<file path="config.mk">
export PLATFORM = sky130hd
export DESIGN_NAME = snm_cfg_flat
export DESIGN_NICKNAME = d
export VERILOG_FILES = /design/src/sv/snm_pkg.sv /design/src/sv/snm_if.sv /design/src/sv/snm_cfg.sv /design/src/flat_wrapper.sv
export SDC_FILE = /design/constraint.sdc
export NUM_CORES = 1
export LEC_CHECK = 0
export ABC_CLOCK_PERIOD_IN_PS = 1100
export BUFFER_PORTS_ARGS = -buffer_cell sky130_fd_sc_hd__buf_4
export CORE_MARGIN = 4
export CORE_UTILIZATION = 44
export DETAILED_ROUTE_END_ITERATION = 10
export GPL_TIMING_DRIVEN = 0
export HOLD_SLACK_MARGIN = 0.03
export PLACE_DENSITY = 0.8
export RECOVER_POWER = 50
export SYNTH_ARGS = -nofsm -noshare
export SYNTH_HDL_FRONTEND = slang
export SYNTH_SLANG_ARGS = --single-unit
</file>
<file path="constraint.sdc">
create_clock -name clk -period 1.1 [get_ports clk]
set_input_delay 0.22 -clock clk [delete_from_list [all_inputs] [get_ports clk]]
set_output_delay 0.22 -clock clk [all_outputs]
set_load 0.05 [all_outputs]
</file>
<file path="src/sv/snm_pkg.sv">
`default_nettype none
package snm_pkg;

  localparam int MAX_WIDTH_DEF = 1024;
  localparam int FRACTION_BITS_DEF = 16;

  localparam int CFG_IDX_W = 3;
  localparam int CFG_DATA_W = 16;
  localparam int GRAD_W = 12;
  localparam int ABS_W = 10;
  localparam int MAG_W = 24;
  localparam int RAD_W = 48;
  localparam int ROOT_W = 24;

  localparam logic [MAG_W-1:0] NORM_K = 24'd65280;
  localparam logic [RAD_W-1:0] NORM_K2 = 48'd4261478400;
  localparam logic [13:0] STRENGTH_MAX = 14'd8192;

  typedef enum logic [CFG_IDX_W-1:0] {
    REG_WIDTH,
    REG_HEIGHT,
    REG_STRENGTH,
    REG_INV_RED,
    REG_INV_GREEN
  } cfg_reg_t;

  typedef struct packed {
    logic [10:0] width;
    logic [15:0] height;
    logic [13:0] strength;
    logic        inv_x;
    logic        inv_y;
  } cfg_t;

  // [column][row], column 0 leftmost, row 0 top
  typedef logic [2:0][2:0][7:0] win_t;

  typedef struct packed {
    logic start;
    win_t win;
  } emit_req_t;

  typedef struct packed {
    logic       done;
    logic [7:0] x;
    logic [7:0] y;
    logic [7:0] z;
  } emit_res_t;

  function automatic logic [7:0] luma(logic [7:0] r, logic [7:0] g, logic [7:0] b);
    logic [16:0] acc;
    acc = 17'd77 * {9'd0, r} + 17'd150 * {9'd0, g} + 17'd29 * {9'd0, b} + 17'd128;
    return acc[15:8];
  endfunction

endpackage
`default_nettype wire

</file>
<file path="src/sv/snm_if.sv">
`default_nettype none


interface snm_cfg_if;
  logic        valid;
  logic        ready;
  logic [2:0]  index;
  logic [15:0] data;
  modport source (output valid, index, data, input ready);
  modport sink (input valid, index, data, output ready);
endinterface
`default_nettype wire

</file>
<file path="src/sv/snm_cfg.sv">
`default_nettype none
module snm_cfg import snm_pkg::*; (
  input  logic      clk,
  input  logic      rst,
  snm_cfg_if.sink   cfg,
  output cfg_t      cfg_eff
);

  logic [10:0] frame_width;
  logic [15:0] frame_height;
  logic [13:0] strength_q8;
  logic        invert_red;
  logic        invert_green;

  assign cfg.ready = 1'b1;

  always_ff @(posedge clk) begin
    if (rst) begin
      frame_width  <= 11'd256;
      frame_height <= 16'd256;
      strength_q8  <= 14'd256;
      invert_red   <= 1'b0;
      invert_green <= 1'b0;
    end else if (cfg.valid) begin
      unique case (cfg_reg_t'(cfg.index))
        REG_WIDTH:     frame_width  <= cfg.data[10:0];
        REG_HEIGHT:    frame_height <= cfg.data;
        REG_STRENGTH:  strength_q8  <= cfg.data[13:0];
        REG_INV_RED:   invert_red   <= cfg.data[0];
        REG_INV_GREEN: invert_green <= cfg.data[0];
        default: ;
      endcase
    end
  end

  always_comb begin
    cfg_eff.width    = (frame_width == 11'd0) ? 11'd1 : frame_width;
    cfg_eff.height   = (frame_height == 16'd0) ? 16'd1 : frame_height;
    cfg_eff.strength = (strength_q8 > STRENGTH_MAX) ? STRENGTH_MAX : strength_q8;
    cfg_eff.inv_x    = invert_red;
    cfg_eff.inv_y    = invert_green;
  end

endmodule
`default_nettype wire

</file>
<file path="src/flat_wrapper.sv">
// flat-port wrapper written by rule: the top's interface ports become plain ports
module snm_cfg_flat import snm_pkg::*;
  (clk, rst, cfg_eff, cfg_valid, cfg_index, cfg_data, cfg_ready);
  snm_cfg_if cfg_i ();
  input  logic clk;
  input  logic rst;
  output cfg_t cfg_eff;
  input wire logic [$bits(cfg_i.valid)-1:0] cfg_valid;
  input wire logic [$bits(cfg_i.index)-1:0] cfg_index;
  input wire logic [$bits(cfg_i.data)-1:0] cfg_data;
  output wire logic [$bits(cfg_i.ready)-1:0] cfg_ready;
  assign cfg_i.valid = cfg_valid;
  assign cfg_i.index = cfg_index;
  assign cfg_i.data = cfg_data;
  assign cfg_ready = cfg_i.ready;
  snm_cfg u_core (.clk(clk), .rst(rst), .cfg(cfg_i), .cfg_eff(cfg_eff));
endmodule
</file>
---- Yosys cells after proc, flatten, opt, wreduce, memory -nomap -nowiden ----
Cells that the tools add are included.
cells by class
  order comparisons ....................... 1
  equality and inequality tests ........... 4
  muxes and demuxes ....................... 3
  reductions and logical operators ........ 8
operator list
  operator              count
  $logic_not 16->1      1
  $mux 16               1
  $gt 14x14->1 const B  1
  $mux 14               1
  $logic_not 11->1      1
  $mux 11               1
  $reduce_and 2->1      5
  $eq 3x2->1 const B    2
  $eq 3x1->1 const B    1
  $eq 3x3->1 const B    1
  $logic_not 3->1       1
storage, ports and cells
  register bits ........................... 43
  bits of input ports ..................... 22
  output and inout bits ................... 44
  word-level logic and storage cells ...... 21

---- Longest topological paths before layout ----
  depth after elaboration ................. 2
  gate-level depth with buffers ........... 5
  gate-level depth less buffers ........... 3

---- Worst setup path after synthesis ----
Ideal clock, no wire load.
  path type ............................... flip-flop to output port
  from .................................... reg u_core.strength_q8[13]
  to ...................................... out cfg_eff[10] (netlist name)
  arrival ................................. 1242 ps
  data required time ...................... 880 ps
  setup slack ............................. -362 ps
  cell stages (with the launch flop) ...... 3
  buffers on the path ..................... 1
  cells stage by stage .................... dfxtp_1 > clkbuf_1 > nor2b_1
RTL lines
  element                 line               source
  start, declared         snm_cfg.sv:11      logic [13:0] strength_q8;
  start signal, assigned  snm_cfg.sv:28      REG_STRENGTH: strength_q8 <= cfg.data[13:0];
  end, declared           flat_wrapper.sv:7  output cfg_t cfg_eff;

==> flow_summary_export.csv <==
group,metric,value,unit
power,combPwrFrac,18.3,%
routing,wirelength,5.82,mm
routing,drt_iter0_markers,77,
power,p_total,3.08,mW
power,swShare,26.8,%
synthesis,ys_seq_elements,43,
power,seqPwrFrac,52.3,%
synthesis,ys_warn_count,0,
routing,drc,0,
routing,drt-met1-wl,2.26,mm
sta,fmax,636,MHz
clock_network,clk_pin_slew_worst_paths,0.07,ns
finish,nNetsFinal,342,
grt,grt_pass1_vias,1897,
finish,final_util,78.4,%
placed_design,finalWeightedCongestion,0.876,
routing,drt_first_pass_iters,4,
floorplan,initial_core_util,45.8,%
clock_network,htree_levels,2,
synthesis,synth_sequential_area_ratio,46.7,%
sta,slew_headroom,64.6,%
synthesis,synth.avg_cell_area,7.56,um2
synthesis,synth.largest_area_cell,"dfxtp_1",
synthesis,netlist_instances,244,
sta,finalSetupViolations,36,
placed_design,port_buffers,63,
sta,timing.hold.ws,0.174,ns
setup_path,cp_cell_sequence,"nor4_4, a41o_2, buf_8",
sta,drv_slew,0,
grt,grt_use_total,22.0,%
hold_path,hold_path_depth,3,
routing,wl_per_cell,15.8,um
run_status,violations,"negative setup slack",
synthesis,syn_nets,266,
sta,fin_setup_tns,-4.83,ns
hold_path,worstHoldPathType,"input pin to register",
routing,num_vias,1889,
hold_path,holdCritStartpoint,"cfg_data[8]",
synthesis,yosys.cell_types.count,22,
setup_path,reg2reg_slack,0.11,ns
setup_path,crit-reg2reg-launch,"u_core.strength_q8[13]",
setup_path,reg2reg_depth,3,
synthesis,synth_area_leaders,"dfxtp_1, nand2_1, a21oi_1",
clock_network,cts_buffers,5,
clock_network,cts_tree,"done",
setup_path,path_max_fanout,2,
power,power_switching,826,uW
setup_path,r2r-end,"u_core.strength_q8[13]",
flow_run,drv_cap,0,
placed_design,dp_hpwl,3.57,mm
clock_network,cts_sinks,43,
sta,fin_ws,-0.472,ns
finish,seqCellArea,911,um2
setup_path,cp-end-kind,"output port",
floorplan,die-height,72.7,um
synthesis,syn_area,1840,um2
setup_path,crit_type,"register to output port",
sta,finalHoldViolCount,0,
clock_network,ctsLongestPathBuffers,2,
floorplan,die_width,72.7,um
finish,multi_input_area,913,um2
synthesis,synth_most_common_cell,"nand2_1",
setup_path,start_kind,"register",
grt,grt_max_degree,12,
synthesis,synth-async-reset-ratio,0,%
power,power_density,976,nW/um2
grt,grt_pass1_wl,8.91,mm
routing,top_layer,"met4",
synthesis,ys_top_cells_by_count,"nand2_1, dfxtp_1, a21oi_1",
synthesis,synth_edf_count,0,
finish,final_cells,369,
clock_network,ctsRootBufferMaster,"clkbuf_8",
floorplan,rows,23,
finish,drive_gt1_share,49.2,%
clock_network,cts-hold-fix-buffers,0,
routing,postRouteAntennaNets,0,
clock_network,worstSkewPairLatency,0.29,ns
setup_path,required,0.88,ns
floorplan,die-area,5290,um2
synthesis,synth_ff_type,"dfxtp_1",
floorplan,core_area,4030,um2
power,power.internal,2.26,mW
floorplan,io-pin-count,66,
run_status,status,"complete, but fails checks",
synthesis,synth_top_area_share,46.7,%
power,ir_worst_vdd,0.636,mV
finish,antenna_cells,0,
sta,finClkSkew,0,ns
finish,nFillCells,282,
finish,syn_to_final_growth,71.2,%
power,pwr-share-clk,29.4,%
setup_path,crit_family,"flip-flops",
sta,tightest_slew,0.532,ns
routing,wl_met3,350,um
setup_path,cp_num_buf_inv,1,
routing,vias_per_cell,5.12,
hold_path,hold_end,"u_core.frame_width[8]",
grt,overflow,0,
setup_path,critPathSlowestCell,"dfxtp_2",
setup_path,cpPeakStageDelay,0.35,ns
sta,finalCriticalPeriod,1.57,ns
grt,antenna_found_initial,0,
setup_path,cp_data_arrival_time,1.35,ns
routing,wl_met2,3.12,mm
sta,rsz0062_at_grt,"yes",
sta,min_period_over_period,143,%
power,power.leakage,1.28,nW
placed_design,dp.cells,357,
-- registers in the layout, indices dropped and copies added (netlist names) --
| register | flops |
|---|---|
| u_core.frame_width | 11 |
| u_core.invert_green | 1 |
| u_core.strength_q8 | 14 |
| u_core.frame_height | 16 |
| u_core.invert_red | 1 |
-- power by group through the flow --
stage,logic [mW],registers [mW],clock network (mW)
after floorplan,0.284,1.64,0
after global routing,0.595,1.61,0.958
after detailed placement,0.456,1.65,0
final,0.563,1.61,0.908
after CTS,0.543,1.62,0.913
after global placement,0.452,1.65,0
-- per-stage QoR --
| stage | area [um2] | setup WS (ns) |
|---|---|---|
| floorplan | 1920 | -0.153 |
| global placement | 2450 | -0.294 |
| detailed placement | 2450 | -0.274 |
| CTS | 3050 | -0.459 |
| global route | 3160 | -0.494 |
| finish | 3160 | -0.472 |
-- worst max-delay path by stage --
stage / startpoint / end / depth (start not counted)
2_1_floorplan: u_core.strength_q8[13] / cfg_eff[2] / 1
3_3_place_gp: u_core.frame_height[5] / cfg_eff[16] / 3
3_5_place_dp: u_core.frame_height[5] / cfg_eff[16] / 3
4_1_cts: u_core.frame_height[8] / cfg_eff[16] / 3
5_1_grt: u_core.frame_height[5] / cfg_eff[16] / 3
6_report: u_core.frame_height[5] / cfg_eff[16] / 3
-- worst reg2reg max path: cells and delay by family, from the launching register on --
kind | cells | cell delay (ns)
DFF | 1 | 0.47
AOI/OAI and AO/OA | 1 | 0.17
buffers and inverters | 1 | 0.22
and+or+nand+nor | 1 | 0.05
-- routing by layer --
layer / track usage, % / vias up
li1: - / 921
met1: 25.8 / 899
met2: 39.6 / 62
met3: 4.82 / 7
met4: 6.97 / 0
met5: 0 / -
-- timing repair --
action | in CTS | in global routing
pin swaps | 4 | 3
buffers inserted | 21 | 17
gates cloned | 1 | 0
resized for setup | 126 | 36
endpoints found under the setup margin | 43 | 42
-- cell usage in the layout (no fill, tap or decap), drive strengths merged --
master	Yosys	layout
a31o	1	1
nand3b	2	2
nand4b	1	1
a21oi	38	38
buf	9	98
nor3	3	3
nor2	4	4
nor4	5	5
nand2	80	80
and4bb	3	3
nand4bb	2	2
clkbuf	34	20
or4b	1	1
mux2i	2	2
nor2b	13	13
dfxtp	43	43
a41o	1	1
conb	1	1
nor4b	1	1
-- logic make-up (layout without fill, tap and decap cells) --
kind of cell	count (synthesis)	after routing	share of synthesized area, %
compound gates	40	40	11.3
buf+inv	43	118	10.6
flops	43	43	46.7
mux	2	2	1.09
other cells	1	1	0.203
simple gates	115	115	30.1
-- cell type report --
| type | instances | share of cell area [%] |
|---|---|---|
| multi-input combinational | 158 | 28.9 |
| buffer | 20 | 4.32 |
| sequential | 43 | 28.8 |
| tap | 50 | 1.98 |
| clock buffer | 6 | 2.30 |
| timing repair buffer | 92 | 33.6 |
No activity file was read; power rests on OpenSTA's default activity.
