**src/sv/snm_pkg.sv**
```systemverilog
`default_nettype none
package snm_pkg;

  localparam int MAX_WIDTH_DEF = 1024;
  localparam int FRACTION_BITS_DEF = 16;

  localparam int CFG_IDX_W = 3;
  localparam int CFG_DATA_W = 16;
  localparam int GRAD_W = 12;
  localparam int ABS_W = 10;
  localparam int MAG_W = 24;
  localparam int RAD_W = 48;
  localparam int ROOT_W = 24;

  localparam logic [MAG_W-1:0] NORM_K = 24'd65280;
  localparam logic [RAD_W-1:0] NORM_K2 = 48'd4261478400;
  localparam logic [13:0] STRENGTH_MAX = 14'd8192;

  typedef enum logic [CFG_IDX_W-1:0] {
    REG_WIDTH,
    REG_HEIGHT,
    REG_STRENGTH,
    REG_INV_RED,
    REG_INV_GREEN
  } cfg_reg_t;

  typedef struct packed {
    logic [10:0] width;
    logic [15:0] height;
    logic [13:0] strength;
    logic        inv_x;
    logic        inv_y;
  } cfg_t;

  // [column][row], column 0 leftmost, row 0 top
  typedef logic [2:0][2:0][7:0] win_t;

  typedef struct packed {
    logic start;
    win_t win;
  } emit_req_t;

  typedef struct packed {
    logic       done;
    logic [7:0] x;
    logic [7:0] y;
    logic [7:0] z;
  } emit_res_t;

  function automatic logic [7:0] luma(logic [7:0] r, logic [7:0] g, logic [7:0] b);
    logic [16:0] acc;
    acc = 17'd77 * {9'd0, r} + 17'd150 * {9'd0, g} + 17'd29 * {9'd0, b} + 17'd128;
    return acc[15:8];
  endfunction

endpackage
`default_nettype wire

```
**src/sv/snm_emit.sv**
```systemverilog
`default_nettype none
module snm_emit import snm_pkg::*; #(
  parameter int FRACTION_BITS = FRACTION_BITS_DEF
) (
  input  logic      clk,
  input  logic      rst,
  input  cfg_t      cfg_eff,
  input  emit_req_t req,
  output emit_res_t res
);

  localparam int F = FRACTION_BITS;
  localparam int QB = F + 1;
  localparam int NW = MAG_W + F + 1;
  localparam int SQ_STEPS = RAD_W / 2;
  localparam int MAXN = (QB > SQ_STEPS) ? QB : SQ_STEPS;
  localparam int CNTW = $clog2(MAXN + 1);
  localparam logic [QB-1:0] ONE = QB'(1) << F;

  typedef enum logic [3:0] {
    S_IDLE, S_MX, S_MY, S_SX, S_SY, S_SUM, S_SQRT, S_DINIT, S_DIV, S_ENC
  } state_t;

  state_t            state;
  win_t              win;
  logic [CNTW-1:0]   cnt;
  logic [MAG_W-1:0]  mag_x, mag_y;
  logic [RAD_W-1:0]  sq_x, sq_y;
  logic [RAD_W-1:0]  rad, root, bitm;
  logic [ROOT_W-1:0] rem [3];
  logic [QB-1:0]     quo [3];

  logic signed [GRAD_W-1:0] gx, gy;
  logic [ABS_W-1:0]  abs_x, abs_y, mul_a;
  logic [MAG_W-1:0]  prod;
  logic [MAG_W-1:0]  sq_in;
  logic [RAD_W-1:0]  sq;
  logic [RAD_W-1:0]  trial;
  logic [MAG_W-1:0]  lane_mag [3];
  logic              lane_neg [3];

  function automatic logic [GRAD_W-1:0] sum3(logic [7:0] a, logic [7:0] b, logic [7:0] c);
    return {4'd0, a} + {3'd0, b, 1'b0} + {4'd0, c};
  endfunction

  function automatic logic [7:0] encode(logic [QB-1:0] q, logic neg);
    logic [QB-1:0] qc;
    logic [QB:0]   sh;
    logic [QB+8:0] p;
    logic [QB+8:0] code_w;
    qc = (q > ONE) ? ONE : q;
    sh = neg ? ({1'b0, ONE} - {1'b0, qc}) : ({1'b0, ONE} + {1'b0, qc});
    p = {sh, 8'd0} - {8'd0, sh} + {9'd0, ONE};
    code_w = p >> QB;
    return (code_w > (QB+9)'(255)) ? 8'd255 : code_w[7:0];
  endfunction

  always_comb begin
    gx = $signed(sum3(win[2][0], win[2][1], win[2][2]))
       - $signed(sum3(win[0][0], win[0][1], win[0][2]));
    gy = $signed(sum3(win[0][2], win[1][2], win[2][2]))
       - $signed(sum3(win[0][0], win[1][0], win[2][0]));
    abs_x = gx[GRAD_W-1] ? ABS_W'(-gx) : ABS_W'(gx);
    abs_y = gy[GRAD_W-1] ? ABS_W'(-gy) : ABS_W'(gy);
    mul_a = (state == S_MX) ? abs_x : abs_y;
    prod  = {{(MAG_W-ABS_W){1'b0}}, mul_a} * {{(MAG_W-14){1'b0}}, cfg_eff.strength};
    sq_in = (state == S_SX) ? mag_x : mag_y;
    sq    = {{(RAD_W-MAG_W){1'b0}}, sq_in} * {{(RAD_W-MAG_W){1'b0}}, sq_in};
    trial = root + bitm;
    lane_mag[0] = mag_x;
    lane_mag[1] = mag_y;
    lane_mag[2] = NORM_K;
    lane_neg[0] = (!gx[GRAD_W-1] && gx != '0) ^ cfg_eff.inv_x;
    lane_neg[1] = (!gy[GRAD_W-1] && gy != '0) ^ cfg_eff.inv_y;
    lane_neg[2] = 1'b0;
  end

  always_ff @(posedge clk) begin
    if (rst) begin
      state    <= S_IDLE;
      res.done <= 1'b0;
    end else begin
      res.done <= 1'b0;
      unique case (state)
        S_IDLE: if (req.start) begin
          win   <= req.win;
          state <= S_MX;
        end
        S_MX: begin
          mag_x <= prod;
          state <= S_MY;
        end
        S_MY: begin
          mag_y <= prod;
          state <= S_SX;
        end
        S_SX: begin
          sq_x  <= sq;
          state <= S_SY;
        end
        S_SY: begin
          sq_y  <= sq;
          state <= S_SUM;
        end
        S_SUM: begin
          rad   <= sq_x + sq_y + NORM_K2;
          root  <= '0;
          bitm  <= RAD_W'(1) << (RAD_W - 2);
          cnt   <= '0;
          state <= S_SQRT;
        end
        S_SQRT: begin
          if (rad >= trial) begin
            rad  <= rad - trial;
            root <= (root >> 1) + bitm;
          end else begin
            root <= root >> 1;
          end
          bitm <= bitm >> 2;
          cnt  <= cnt + 1'b1;
          if (cnt == CNTW'(SQ_STEPS - 1)) state <= S_DINIT;
        end
        S_DINIT: begin
          for (int i = 0; i < 3; i++) begin
            rem[i] <= ROOT_W'((({lane_mag[i], {F{1'b0}}, 1'b0} >> 1)
                               + NW'(root[ROOT_W-1:1])) >> QB);
            quo[i] <= QB'({lane_mag[i], {F{1'b0}}} + NW'(root[ROOT_W-1:1]));
          end
          cnt   <= '0;
          state <= S_DIV;
        end
        S_DIV: begin
          for (int i = 0; i < 3; i++) begin
            if ({rem[i], quo[i][QB-1]} >= {1'b0, root[ROOT_W-1:0]}) begin
              rem[i] <= ROOT_W'({rem[i], quo[i][QB-1]} - {1'b0, root[ROOT_W-1:0]});
              quo[i] <= {quo[i][QB-2:0], 1'b1};
            end else begin
              rem[i] <= ROOT_W'({rem[i], quo[i][QB-1]});
              quo[i] <= {quo[i][QB-2:0], 1'b0};
            end
          end
          cnt <= cnt + 1'b1;
          if (cnt == CNTW'(QB - 1)) state <= S_ENC;
        end
        S_ENC: begin
          res.x    <= encode(quo[0], lane_neg[0]);
          res.y    <= encode(quo[1], lane_neg[1]);
          res.z    <= encode(quo[2], lane_neg[2]);
          res.done <= 1'b1;
          state    <= S_IDLE;
        end
        default: state <= S_IDLE;
      endcase
    end
  end

endmodule
`default_nettype wire

```
**config.mk**
```make
export PLATFORM = sky130hd
export DESIGN_NAME = snm_emit
export DESIGN_NICKNAME = d
export VERILOG_FILES = /design/src/sv/snm_pkg.sv /design/src/sv/snm_emit.sv
export SDC_FILE = /design/constraint.sdc
export NUM_CORES = 2
export LEC_CHECK = 0
export BUFFER_PORTS_ARGS = -buffer_cell sky130_fd_sc_hd__clkbuf_2
export CAP_MARGIN = 15
export CORE_ASPECT_RATIO = 0.5
export CORE_MARGIN = 2
export CORE_UTILIZATION = 41
export CTS_CLUSTER_SIZE = 10
export DETAILED_ROUTE_END_ITERATION = 6
export HOLD_SLACK_MARGIN = 0.06
export PLACE_DENSITY = 0.57
export SYNTH_ARGS = -nofsm -noshare
export SYNTH_HDL_FRONTEND = slang
export SYNTH_SLANG_ARGS = --single-unit
```
**constraint.sdc**
```tcl
create_clock -name clk -period 12.3 [get_ports clk]
set_clock_uncertainty 0.1 [all_clocks]
set_input_delay 2.46 -clock clk [delete_from_list [all_inputs] [get_ports clk]]
set_output_delay 2.46 -clock clk [all_outputs]
set_load 0.1 [all_outputs]
```
# [Yosys cells after proc, flatten, opt, wreduce, memory -nomap -nowiden]
# Memories as Yosys holds them, arrays and structs flattened.
# Index checks and enable logic that the tools add are counted.
[op_classes] reduce_logical=21 magnitude_cmp=10 n_eq_ne=15 n_addsub=35 mux=62 n_mul=2 bitwise=15
[ops] operator="one-hot mux 48 bit (2 select lines)" count=3
[ops] operator="two-way mux 24 bit" count=7
[ops] operator="two-way mux 17 bit" count=9
[ops] operator="adder 48 bit" count=2
[ops] operator="two-way mux 48 bit" count=2
[ops] operator="adder 40 x 23 -> 41 bit" count=2
[ops] operator="adder 26 x 17 -> 26 bit, second input constant" count=3
[ops] operator="subtractor 26 x 18 -> 26 bit" count=3
[ops] operator=">= comparator 25 x 24 -> 1 bit" count=3
[ops] operator="subtractor 24 bit" count=3
[ops] operator="adder 17 x 17 -> 18 bit, first input constant" count=3
[ops] operator="greater-than comparator 17 bit, second input constant" count=3
[ops] operator="adder 47 x 48 -> 48 bit" count=1
[ops] operator="adder 48 x 32 -> 48 bit, second input constant" count=1
[ops] operator=">= comparator 48 bit" count=1
[ops] operator="multiplier 24 x 24 -> 48 bit" count=1
[ops] operator="subtractor 48 bit" count=1
[ops] operator="adder 10 x 8 -> 11 bit" count=4
[ops] operator="adder 8 x 9 -> 10 bit" count=4
[ops] operator="two-way mux 18 bit" count=2
[ops] operator="one-hot mux 4 bit (9 select lines)" count=1
[ops] operator="subtractor 17 x 17 -> 18 bit, first input constant" count=2
[ops] operator="adder 32 x 23 -> 33 bit, first input constant" count=1
[ops] operator="two-way mux 10 bit" count=3
[ops] operator="other kinds (27)" count=95
[word_totals] memories=2 ff_bits=386 out_inout_bits=25 input_bits=118 elab_cells=183 ramBits=123
[mem_list] name="rem" words=3 word_bits=24 rd=3 rd_ports_with_merged_regs=0 write_ports=3 line_no="snm_emit.sv:30" source="logic [ROOT_W-1:0] rem [3];"
[mem_list] name="quo" words=3 word_bits=17 rd=3 rd_ports_with_merged_regs=0 write_ports=3 line_no="snm_emit.sv:31" source="logic [QB-1:0] quo [3];"

# [Logic depth before layout (Yosys ltp)]
[logic_depth] ltp_word=12 mapped_depth=41 mapped_depth_nobuf=40

# [Least setup slack after synthesis]
# Ideal clock, no wire load.
[synth_timing] kind="reg2reg" startpoint="register win[0] in the netlist's numbering" endpoint="register mag_x[23], data pin" setup_time_ps=264 arrival_ps=8887 t_required_ps=11936 path_stages_with_launch=38 slack_ps=3049 period_less_slack_ps=9251 n_path_buf=1 path_cell_list="edfxtp_1 > fa_1 > inv_1 > fa_1 > fa_1 > ha_1 > fa_1 > a21o_1 > a21oi_1 > o21a_1 > o21ai_0 > a21o_1 > a21o_1 > mux2_2 > nor2_1 > a21oi_1 > clkbuf_1 > nand2_1 > (+2 left out) > fa_1 > inv_1 > fa_1 > inv_1 > fa_1 > inv_1 > fa_1 > inv_1 > ha_1 > or2_2 > a21oi_1 > a21oi_1 > a41oi_1 > a21oi_1 > nand4_1 > and4b_1 > a21oi_1 > xnor2_1"
[synth_between] elab_chain_len=7 elab_cells_between_ends=12 cone_classes="add/sub: 8; mul: 1; mux: 3"
[synth_rtl] item="start, declared" line_no="snm_emit.sv:25" source="win_t win;"
[synth_rtl] item="start signal, assigned" line_no="snm_emit.sv:86" source="win <= req.win;"
[synth_rtl] item="adder 8 x 9 -> 10 bit" line_no="snm_emit.sv:43" source="return {4'd0, a} + {3'd0, b, 1'b0} + {4'd0, c};"
[synth_rtl] item="adder 10 x 8 -> 11 bit" line_no="snm_emit.sv:43"
[synth_rtl] item="subtractor 11 x 11 -> 12 bit, on equally long branches" line_no="snm_emit.sv:62, snm_emit.sv:60"
[synth_rtl] item="negator 10 bit, on equally long branches" line_no="snm_emit.sv:64, snm_emit.sv:63"
[synth_rtl] item="two-way mux 10 bit, on equally long branches" line_no="snm_emit.sv:64, snm_emit.sv:63"
[synth_rtl] item="two-way mux 10 bit (*)" line_no="snm_emit.sv:65" source="mul_a = (state == S_MX) ? abs_x : abs_y;"
[synth_rtl] item="multiplier 10 x 14 -> 24 bit (*)" line_no="snm_emit.sv:66" source="prod = {{(MAG_W-ABS_W){1'b0}}, mul_a} * {{(MAG_W-14){1'b0}}, cfg_eff.strength};"
[synth_rtl] item="via prod[23]" line_no="snm_emit.sv:35" source="logic [MAG_W-1:0] prod;"
[synth_rtl] item="end signal, assigned" line_no="snm_emit.sv:90" source="mag_x <= prod;"
[synth_rtl] item="end, declared" line_no="snm_emit.sv:27" source="logic [MAG_W-1:0] mag_x, mag_y;"
# Mark *: on every way through the listed nets, which the timed path passes. The rest lies on a longest branch.
# A chain may end at the register's enable or synchronous reset.

# [Final worst setup path]
[layout_timing] startpoint="register state[1]" endpoint="register sq_y[47], data pin"
[layout_between] elab_chain_len=3
[layout_rtl] item="start, declared" line_no="snm_emit.sv:24" source="state_t state;"
[layout_rtl] item="start signal, assigned" line_no="snm_emit.sv:80" source="state <= S_IDLE;"
[layout_rtl] item="start signal, assigned" line_no="snm_emit.sv:87" source="state <= S_MX;"
[layout_rtl] item="start signal, assigned" line_no="snm_emit.sv:91" source="state <= S_MY;"
[layout_rtl] item="== test 4 x 2 -> 1 bit" line_no="snm_emit.sv:67" source="sq_in = (state == S_SX) ? mag_x : mag_y;"
[layout_rtl] item="two-way mux 24 bit" line_no="snm_emit.sv:67"
[layout_rtl] item="multiplier 24 x 24 -> 48 bit" line_no="snm_emit.sv:68" source="sq = {{(RAD_W-MAG_W){1'b0}}, sq_in} * {{(RAD_W-MAG_W){1'b0}}, sq_in};"
[layout_rtl] item="via sq[47]" line_no="snm_emit.sv:37" source="logic [RAD_W-1:0] sq;"
[layout_rtl] item="end signal, assigned" line_no="snm_emit.sv:102" source="sq_y <= sq;"
[layout_rtl] item="end, declared" line_no="snm_emit.sv:28" source="logic [RAD_W-1:0] sq_x, sq_y;"
# The timed path passes the listed nets, and every way through them passes these cells.

==> flow_results.xml <==
<?xml version="1.0" encoding="UTF-8"?>
<metrics>
  <group name="outcome">
    <metric name="run_status" unit="">finished, final reports clean</metric>
  </group>
  <group name="yosys">
    <metric name="synthesis.instances" unit="">5955</metric>
    <metric name="synth_warnings" unit="">0</metric>
    <metric name="postSynthAreaPerCell" unit="µm²">9.46</metric>
    <metric name="ys_seq_elements" unit="">483</metric>
    <metric name="synthDistinctLibCells" unit="">88</metric>
    <metric name="mappedNetlistNets" unit="">7265</metric>
    <metric name="synth-edff-count" unit="">477</metric>
    <metric name="ys_async_sr_fraction" unit="%">0</metric>
    <metric name="ys_seq_area_share" unit="%">25.6</metric>
    <metric name="synth_area_leader_cell" unit="">sky130_fd_sc_hd__edfxtp_1</metric>
    <metric name="share_of_the_synthesized_area_in_the_top_cell_type" unit="%">25.4</metric>
    <metric name="post_synth_instance_area" unit="µm²">56300</metric>
    <metric name="main_synth_ff_type" unit="">sky130_fd_sc_hd__edfxtp_1</metric>
    <metric name="synth_area_leaders" unit="">sky130_fd_sc_hd__edfxtp_1 25%, sky130_fd_sc_hd__fa_1 21%, sky130_fd_sc_hd__ha_1 14%</metric>
  </group>
  <group name="grt">
    <metric name="grt_pass1_vias" unit="">42800</metric>
    <metric name="largest_net_degree_at_the_start_of_global_routing" unit="">79</metric>
    <metric name="grt_antenna_before_repair" unit="">4</metric>
    <metric name="grt_first_pass_wirelength" unit="µm">239000</metric>
    <metric name="global_route.usage.total" unit="%">21.7</metric>
    <metric name="overflow" unit="">0</metric>
  </group>
  <group name="sta">
    <metric name="final.setup.tns" unit="ns">0</metric>
    <metric name="rsz_0062_raised_after_global_routing" unit="">no</metric>
    <metric name="maxSlewHeadroom" unit="%">30.4</metric>
    <metric name="final_max_slew_viol_count" unit="">0</metric>
    <metric name="final-setup-viol-count" unit="">0</metric>
    <metric name="fin_crit_sh" unit="%">87.0</metric>
    <metric name="final.min_clock_period" unit="ns">10.70</metric>
    <metric name="max_clock_freq" unit="MHz">93.4</metric>
    <metric name="worst_slew_pin_slew" unit="ns">1.04</metric>
    <metric name="final_hold_viol_count" unit="">0</metric>
  </group>
  <group name="cts">
    <metric name="holdBufCountCts" unit="">0</metric>
    <metric name="cts-htree-levels" unit="">2</metric>
    <metric name="cts_root_buf" unit="">sky130_fd_sc_hd__clkbuf_16</metric>
    <metric name="clock_tree_from_tritoncts" unit="">yes</metric>
    <metric name="clock_sink_count" unit="">483</metric>
    <metric name="worst_setup_hold_path_clk_slew" unit="ns">0.06</metric>
    <metric name="clockBufferDepth" unit="">3</metric>
    <metric name="clock_insertion_delay_worst_skew" unit="ns">0.68</metric>
    <metric name="cts_repair_resize_count" unit="">0</metric>
    <metric name="post-cts-setup-buffer-count" unit="">0</metric>
    <metric name="cts_buffers" unit="">57</metric>
  </group>
  <group name="route">
    <metric name="post-route-drc-count" unit="">0</metric>
    <metric name="drt.antenna.violating_nets" unit="">0</metric>
    <metric name="dr.first_iter.drc_count" unit="">2927</metric>
    <metric name="count_of_vias_placed_by_the_detailed_router" unit="">42100</metric>
    <metric name="route.final.wire_length" unit="µm">151000</metric>
    <metric name="post_drt_via_cell_ratio" unit="">5.34</metric>
    <metric name="drt_first_pass_iters" unit="">6</metric>
    <metric name="detailed_route_wire_length_per_cell" unit="µm">19.2</metric>
  </group>
  <group name="floorplanning">
    <metric name="pin_count" unit="">143</metric>
    <metric name="die-area" unit="µm²">141000</metric>
    <metric name="fp.dieW" unit="µm">528</metric>
    <metric name="floorplan.core_area" unit="µm²">137000</metric>
    <metric name="initial_utilization" unit="%">41.2</metric>
    <metric name="chipHeight" unit="µm">266</metric>
    <metric name="row_count" unit="">96</metric>
  </group>
  <group name="setup_path">
    <metric name="slowest_delay" unit="ns">0.66</metric>
    <metric name="cp-start-kind" unit="">flip-flop</metric>
    <metric name="critical_path.slowest_cell" unit="">sky130_fd_sc_hd__nor2_4</metric>
    <metric name="critical_path.max_fanout" unit="">22</metric>
    <metric name="worstPathBufferInverterCount" unit="">5</metric>
    <metric name="cp-end-kind" unit="">flip-flop</metric>
    <metric name="setup.worst_path.class" unit="">reg2reg</metric>
    <metric name="crit_family" unit="">adder cells</metric>
    <metric name="cp_common_cell" unit="">sky130_fd_sc_hd__fa_1</metric>
    <metric name="worst_ep_required_time" unit="ns">12.55</metric>
    <metric name="timing.critical_path.arrival" unit="ns">10.95</metric>
  </group>
  <group name="placement">
    <metric name="globalplace.congestion" unit="">0.900</metric>
    <metric name="portBuffers" unit="">107</metric>
    <metric name="detailed_place_hpwl" unit="µm">120000</metric>
  </group>
  <group name="hold_path">
    <metric name="hp-class" unit="">reg2reg</metric>
  </group>
  <group name="layout">
    <metric name="layout.nets" unit="">7339</metric>
    <metric name="layout-drive-gt1-share" unit="%">5.36</metric>
    <metric name="flow.area_growth_from_synthesis" unit="%">8.08</metric>
  </group>
  <group name="flow_run">
    <metric name="cap_violations" unit="">0</metric>
  </group>
</metrics>
==> placed cells by master, fill, tap and decap left out, types with 33 or more instances in the layout <==
master	instances
sky130_fd_sc_hd__nor2b_1	92
sky130_fd_sc_hd__xor2_1	158
sky130_fd_sc_hd__fa_1	584
sky130_fd_sc_hd__clkbuf_16	58
sky130_fd_sc_hd__nor3_1	59
sky130_fd_sc_hd__nor2_1	501
sky130_fd_sc_hd__inv_1	931
sky130_fd_sc_hd__a31oi_1	61
sky130_fd_sc_hd__a211oi_1	33
sky130_fd_sc_hd__ha_1	608
sky130_fd_sc_hd__edfxtp_1	477
sky130_fd_sc_hd__o21a_1	42
sky130_fd_sc_hd__clkbuf_2	107
sky130_fd_sc_hd__and2_1	100
sky130_fd_sc_hd__xnor2_1	224
sky130_fd_sc_hd__a21o_1	133
sky130_fd_sc_hd__o21bai_1	53
sky130_fd_sc_hd__o21ai_0	281
sky130_fd_sc_hd__a21oi_1	307
sky130_fd_sc_hd__nand2b_1	54
sky130_fd_sc_hd__nand2_1	557
sky130_fd_sc_hd__nand4_1	46
sky130_fd_sc_hd__buf_4	65
sky130_fd_sc_hd__nand3_1	62
sky130_fd_sc_hd__or3_1	35
==> stage by stage <==
step	util, %	cells	hold slack, ns	setup WS (ns)	cell area [µm²]
final	44.5	7883	0.464	1.60	60900
after global routing	44.5	7883	0.489	1.02	60900
after CTS	44.5	7881	0.467	1.70	60900
after detailed placement	43.3	7783	0.476	1.79	59200
after global placement	43.3	7783	0.467	1.80	59200
after floorplan	-	5955	0.431	3.05	56300
==> flip-flops by register name (all words and copies together), names as in the netlist <==
name	cells
rem	72
res	25
mag_x	24
quo	51
state	4
mag_y	24
rad	48
cnt	5
sq_y	47
root	48
bitm	24
win	64
sq_x	47
==> final timing paths <==
path | from | to | slack (ns) | cells past startpoint
worst max-delay path | state[1] | sq_y[47] | 1.60 | 30
worst min-delay path | bitm[44] | bitm[42] | 0.46 | 1
worst max register to register | state[1] | sq_y[47] | 1.60 | 30
worst min register to register | bitm[44] | bitm[42] | 0.46 | 1
==> cells in the mapped netlist (6+ instances only) <==
| cell type | instances |
|---|---|
| sky130_fd_sc_hd__inv_1 | 933 |
| sky130_fd_sc_hd__mux2_2 | 15 |
| sky130_fd_sc_hd__or2_2 | 16 |
| sky130_fd_sc_hd__nor4_1 | 18 |
| sky130_fd_sc_hd__edfxtp_1 | 477 |
| sky130_fd_sc_hd__o31a_1 | 9 |
| sky130_fd_sc_hd__nor2_1 | 504 |
| sky130_fd_sc_hd__o31ai_1 | 26 |
| sky130_fd_sc_hd__nand4_1 | 46 |
| sky130_fd_sc_hd__a22o_1 | 17 |
| sky130_fd_sc_hd__and2_1 | 100 |
| sky130_fd_sc_hd__mux2i_1 | 42 |
| sky130_fd_sc_hd__a21o_1 | 133 |
| sky130_fd_sc_hd__ha_1 | 608 |
| sky130_fd_sc_hd__dfxtp_1 | 6 |
| sky130_fd_sc_hd__o21bai_1 | 53 |
| sky130_fd_sc_hd__or3_1 | 35 |
| sky130_fd_sc_hd__buf_2 | 6 |
| sky130_fd_sc_hd__clkbuf_1 | 126 |
| sky130_fd_sc_hd__nand3b_1 | 6 |
| sky130_fd_sc_hd__o21ai_0 | 286 |
| sky130_fd_sc_hd__and3_1 | 33 |
| sky130_fd_sc_hd__o211ai_1 | 23 |
| sky130_fd_sc_hd__buf_1 | 24 |
| sky130_fd_sc_hd__nand2_1 | 557 |
| sky130_fd_sc_hd__a2111oi_0 | 6 |
| sky130_fd_sc_hd__o22ai_1 | 8 |
| sky130_fd_sc_hd__xor2_1 | 158 |
| sky130_fd_sc_hd__or4_1 | 12 |
| sky130_fd_sc_hd__nor2b_1 | 93 |
| sky130_fd_sc_hd__nand3_1 | 62 |
| sky130_fd_sc_hd__and4_1 | 9 |
| sky130_fd_sc_hd__a31oi_1 | 61 |
| sky130_fd_sc_hd__nor3_1 | 61 |
| sky130_fd_sc_hd__a211o_1 | 8 |
| sky130_fd_sc_hd__a21oi_1 | 310 |
| sky130_fd_sc_hd__a21boi_0 | 13 |
| sky130_fd_sc_hd__a31o_2 | 7 |
| sky130_fd_sc_hd__o221ai_1 | 7 |
| sky130_fd_sc_hd__o21a_1 | 42 |
| sky130_fd_sc_hd__nand2b_1 | 54 |
| sky130_fd_sc_hd__a211oi_1 | 33 |
| sky130_fd_sc_hd__clkinv_1 | 9 |
| sky130_fd_sc_hd__xnor2_1 | 224 |
| sky130_fd_sc_hd__fa_1 | 584 |
==> cells by family (layout without fill, tap and decap cells) <==
kind of cell             after synthesis  in the layout  share of synthesized area (%)
AND/OR/NAND/NOR                     1628           1628                           13.3
adder cells (fa/ha/maj)             1192           1192                           34.3
AO/OA/AOI/OAI                       1111           1111                           12.4
buffers and inverters               1099           1212                           7.34
flip-flops                           483            483                           25.6
XOR/XNOR                             384            384                           6.00
multiplexers                          57             57                           1.05
other                                  1              3                        0.00666
==> cell type report <==
cell class / instances / area, µm²
multi-input combinational: 4373 / 37900
clock buffer: 88 / 1590
sequential: 483 / 14400
antenna: 2 / 5.00
timing repair buffer: 172 / 1020
inverter: 942 / 3540
fill: 13100 / 75800
tap: 1813 / 2270
clock inverter: 10 / 95.1
==> layer usage <==
metal / global-route usage, % / routed length [µm] / vias up
met5: 0 / 0 / -
li1: - / - / 20100
met2: 34.5 / 67100 / 1188
met3: 4.02 / 10200 / 184
met4: 5.16 / 3600 / 0
met1: 30.5 / 70200 / 20600
Power is not shown: default switching activity piles up to over one toggle a cycle in this logic, so the estimate is an artifact.
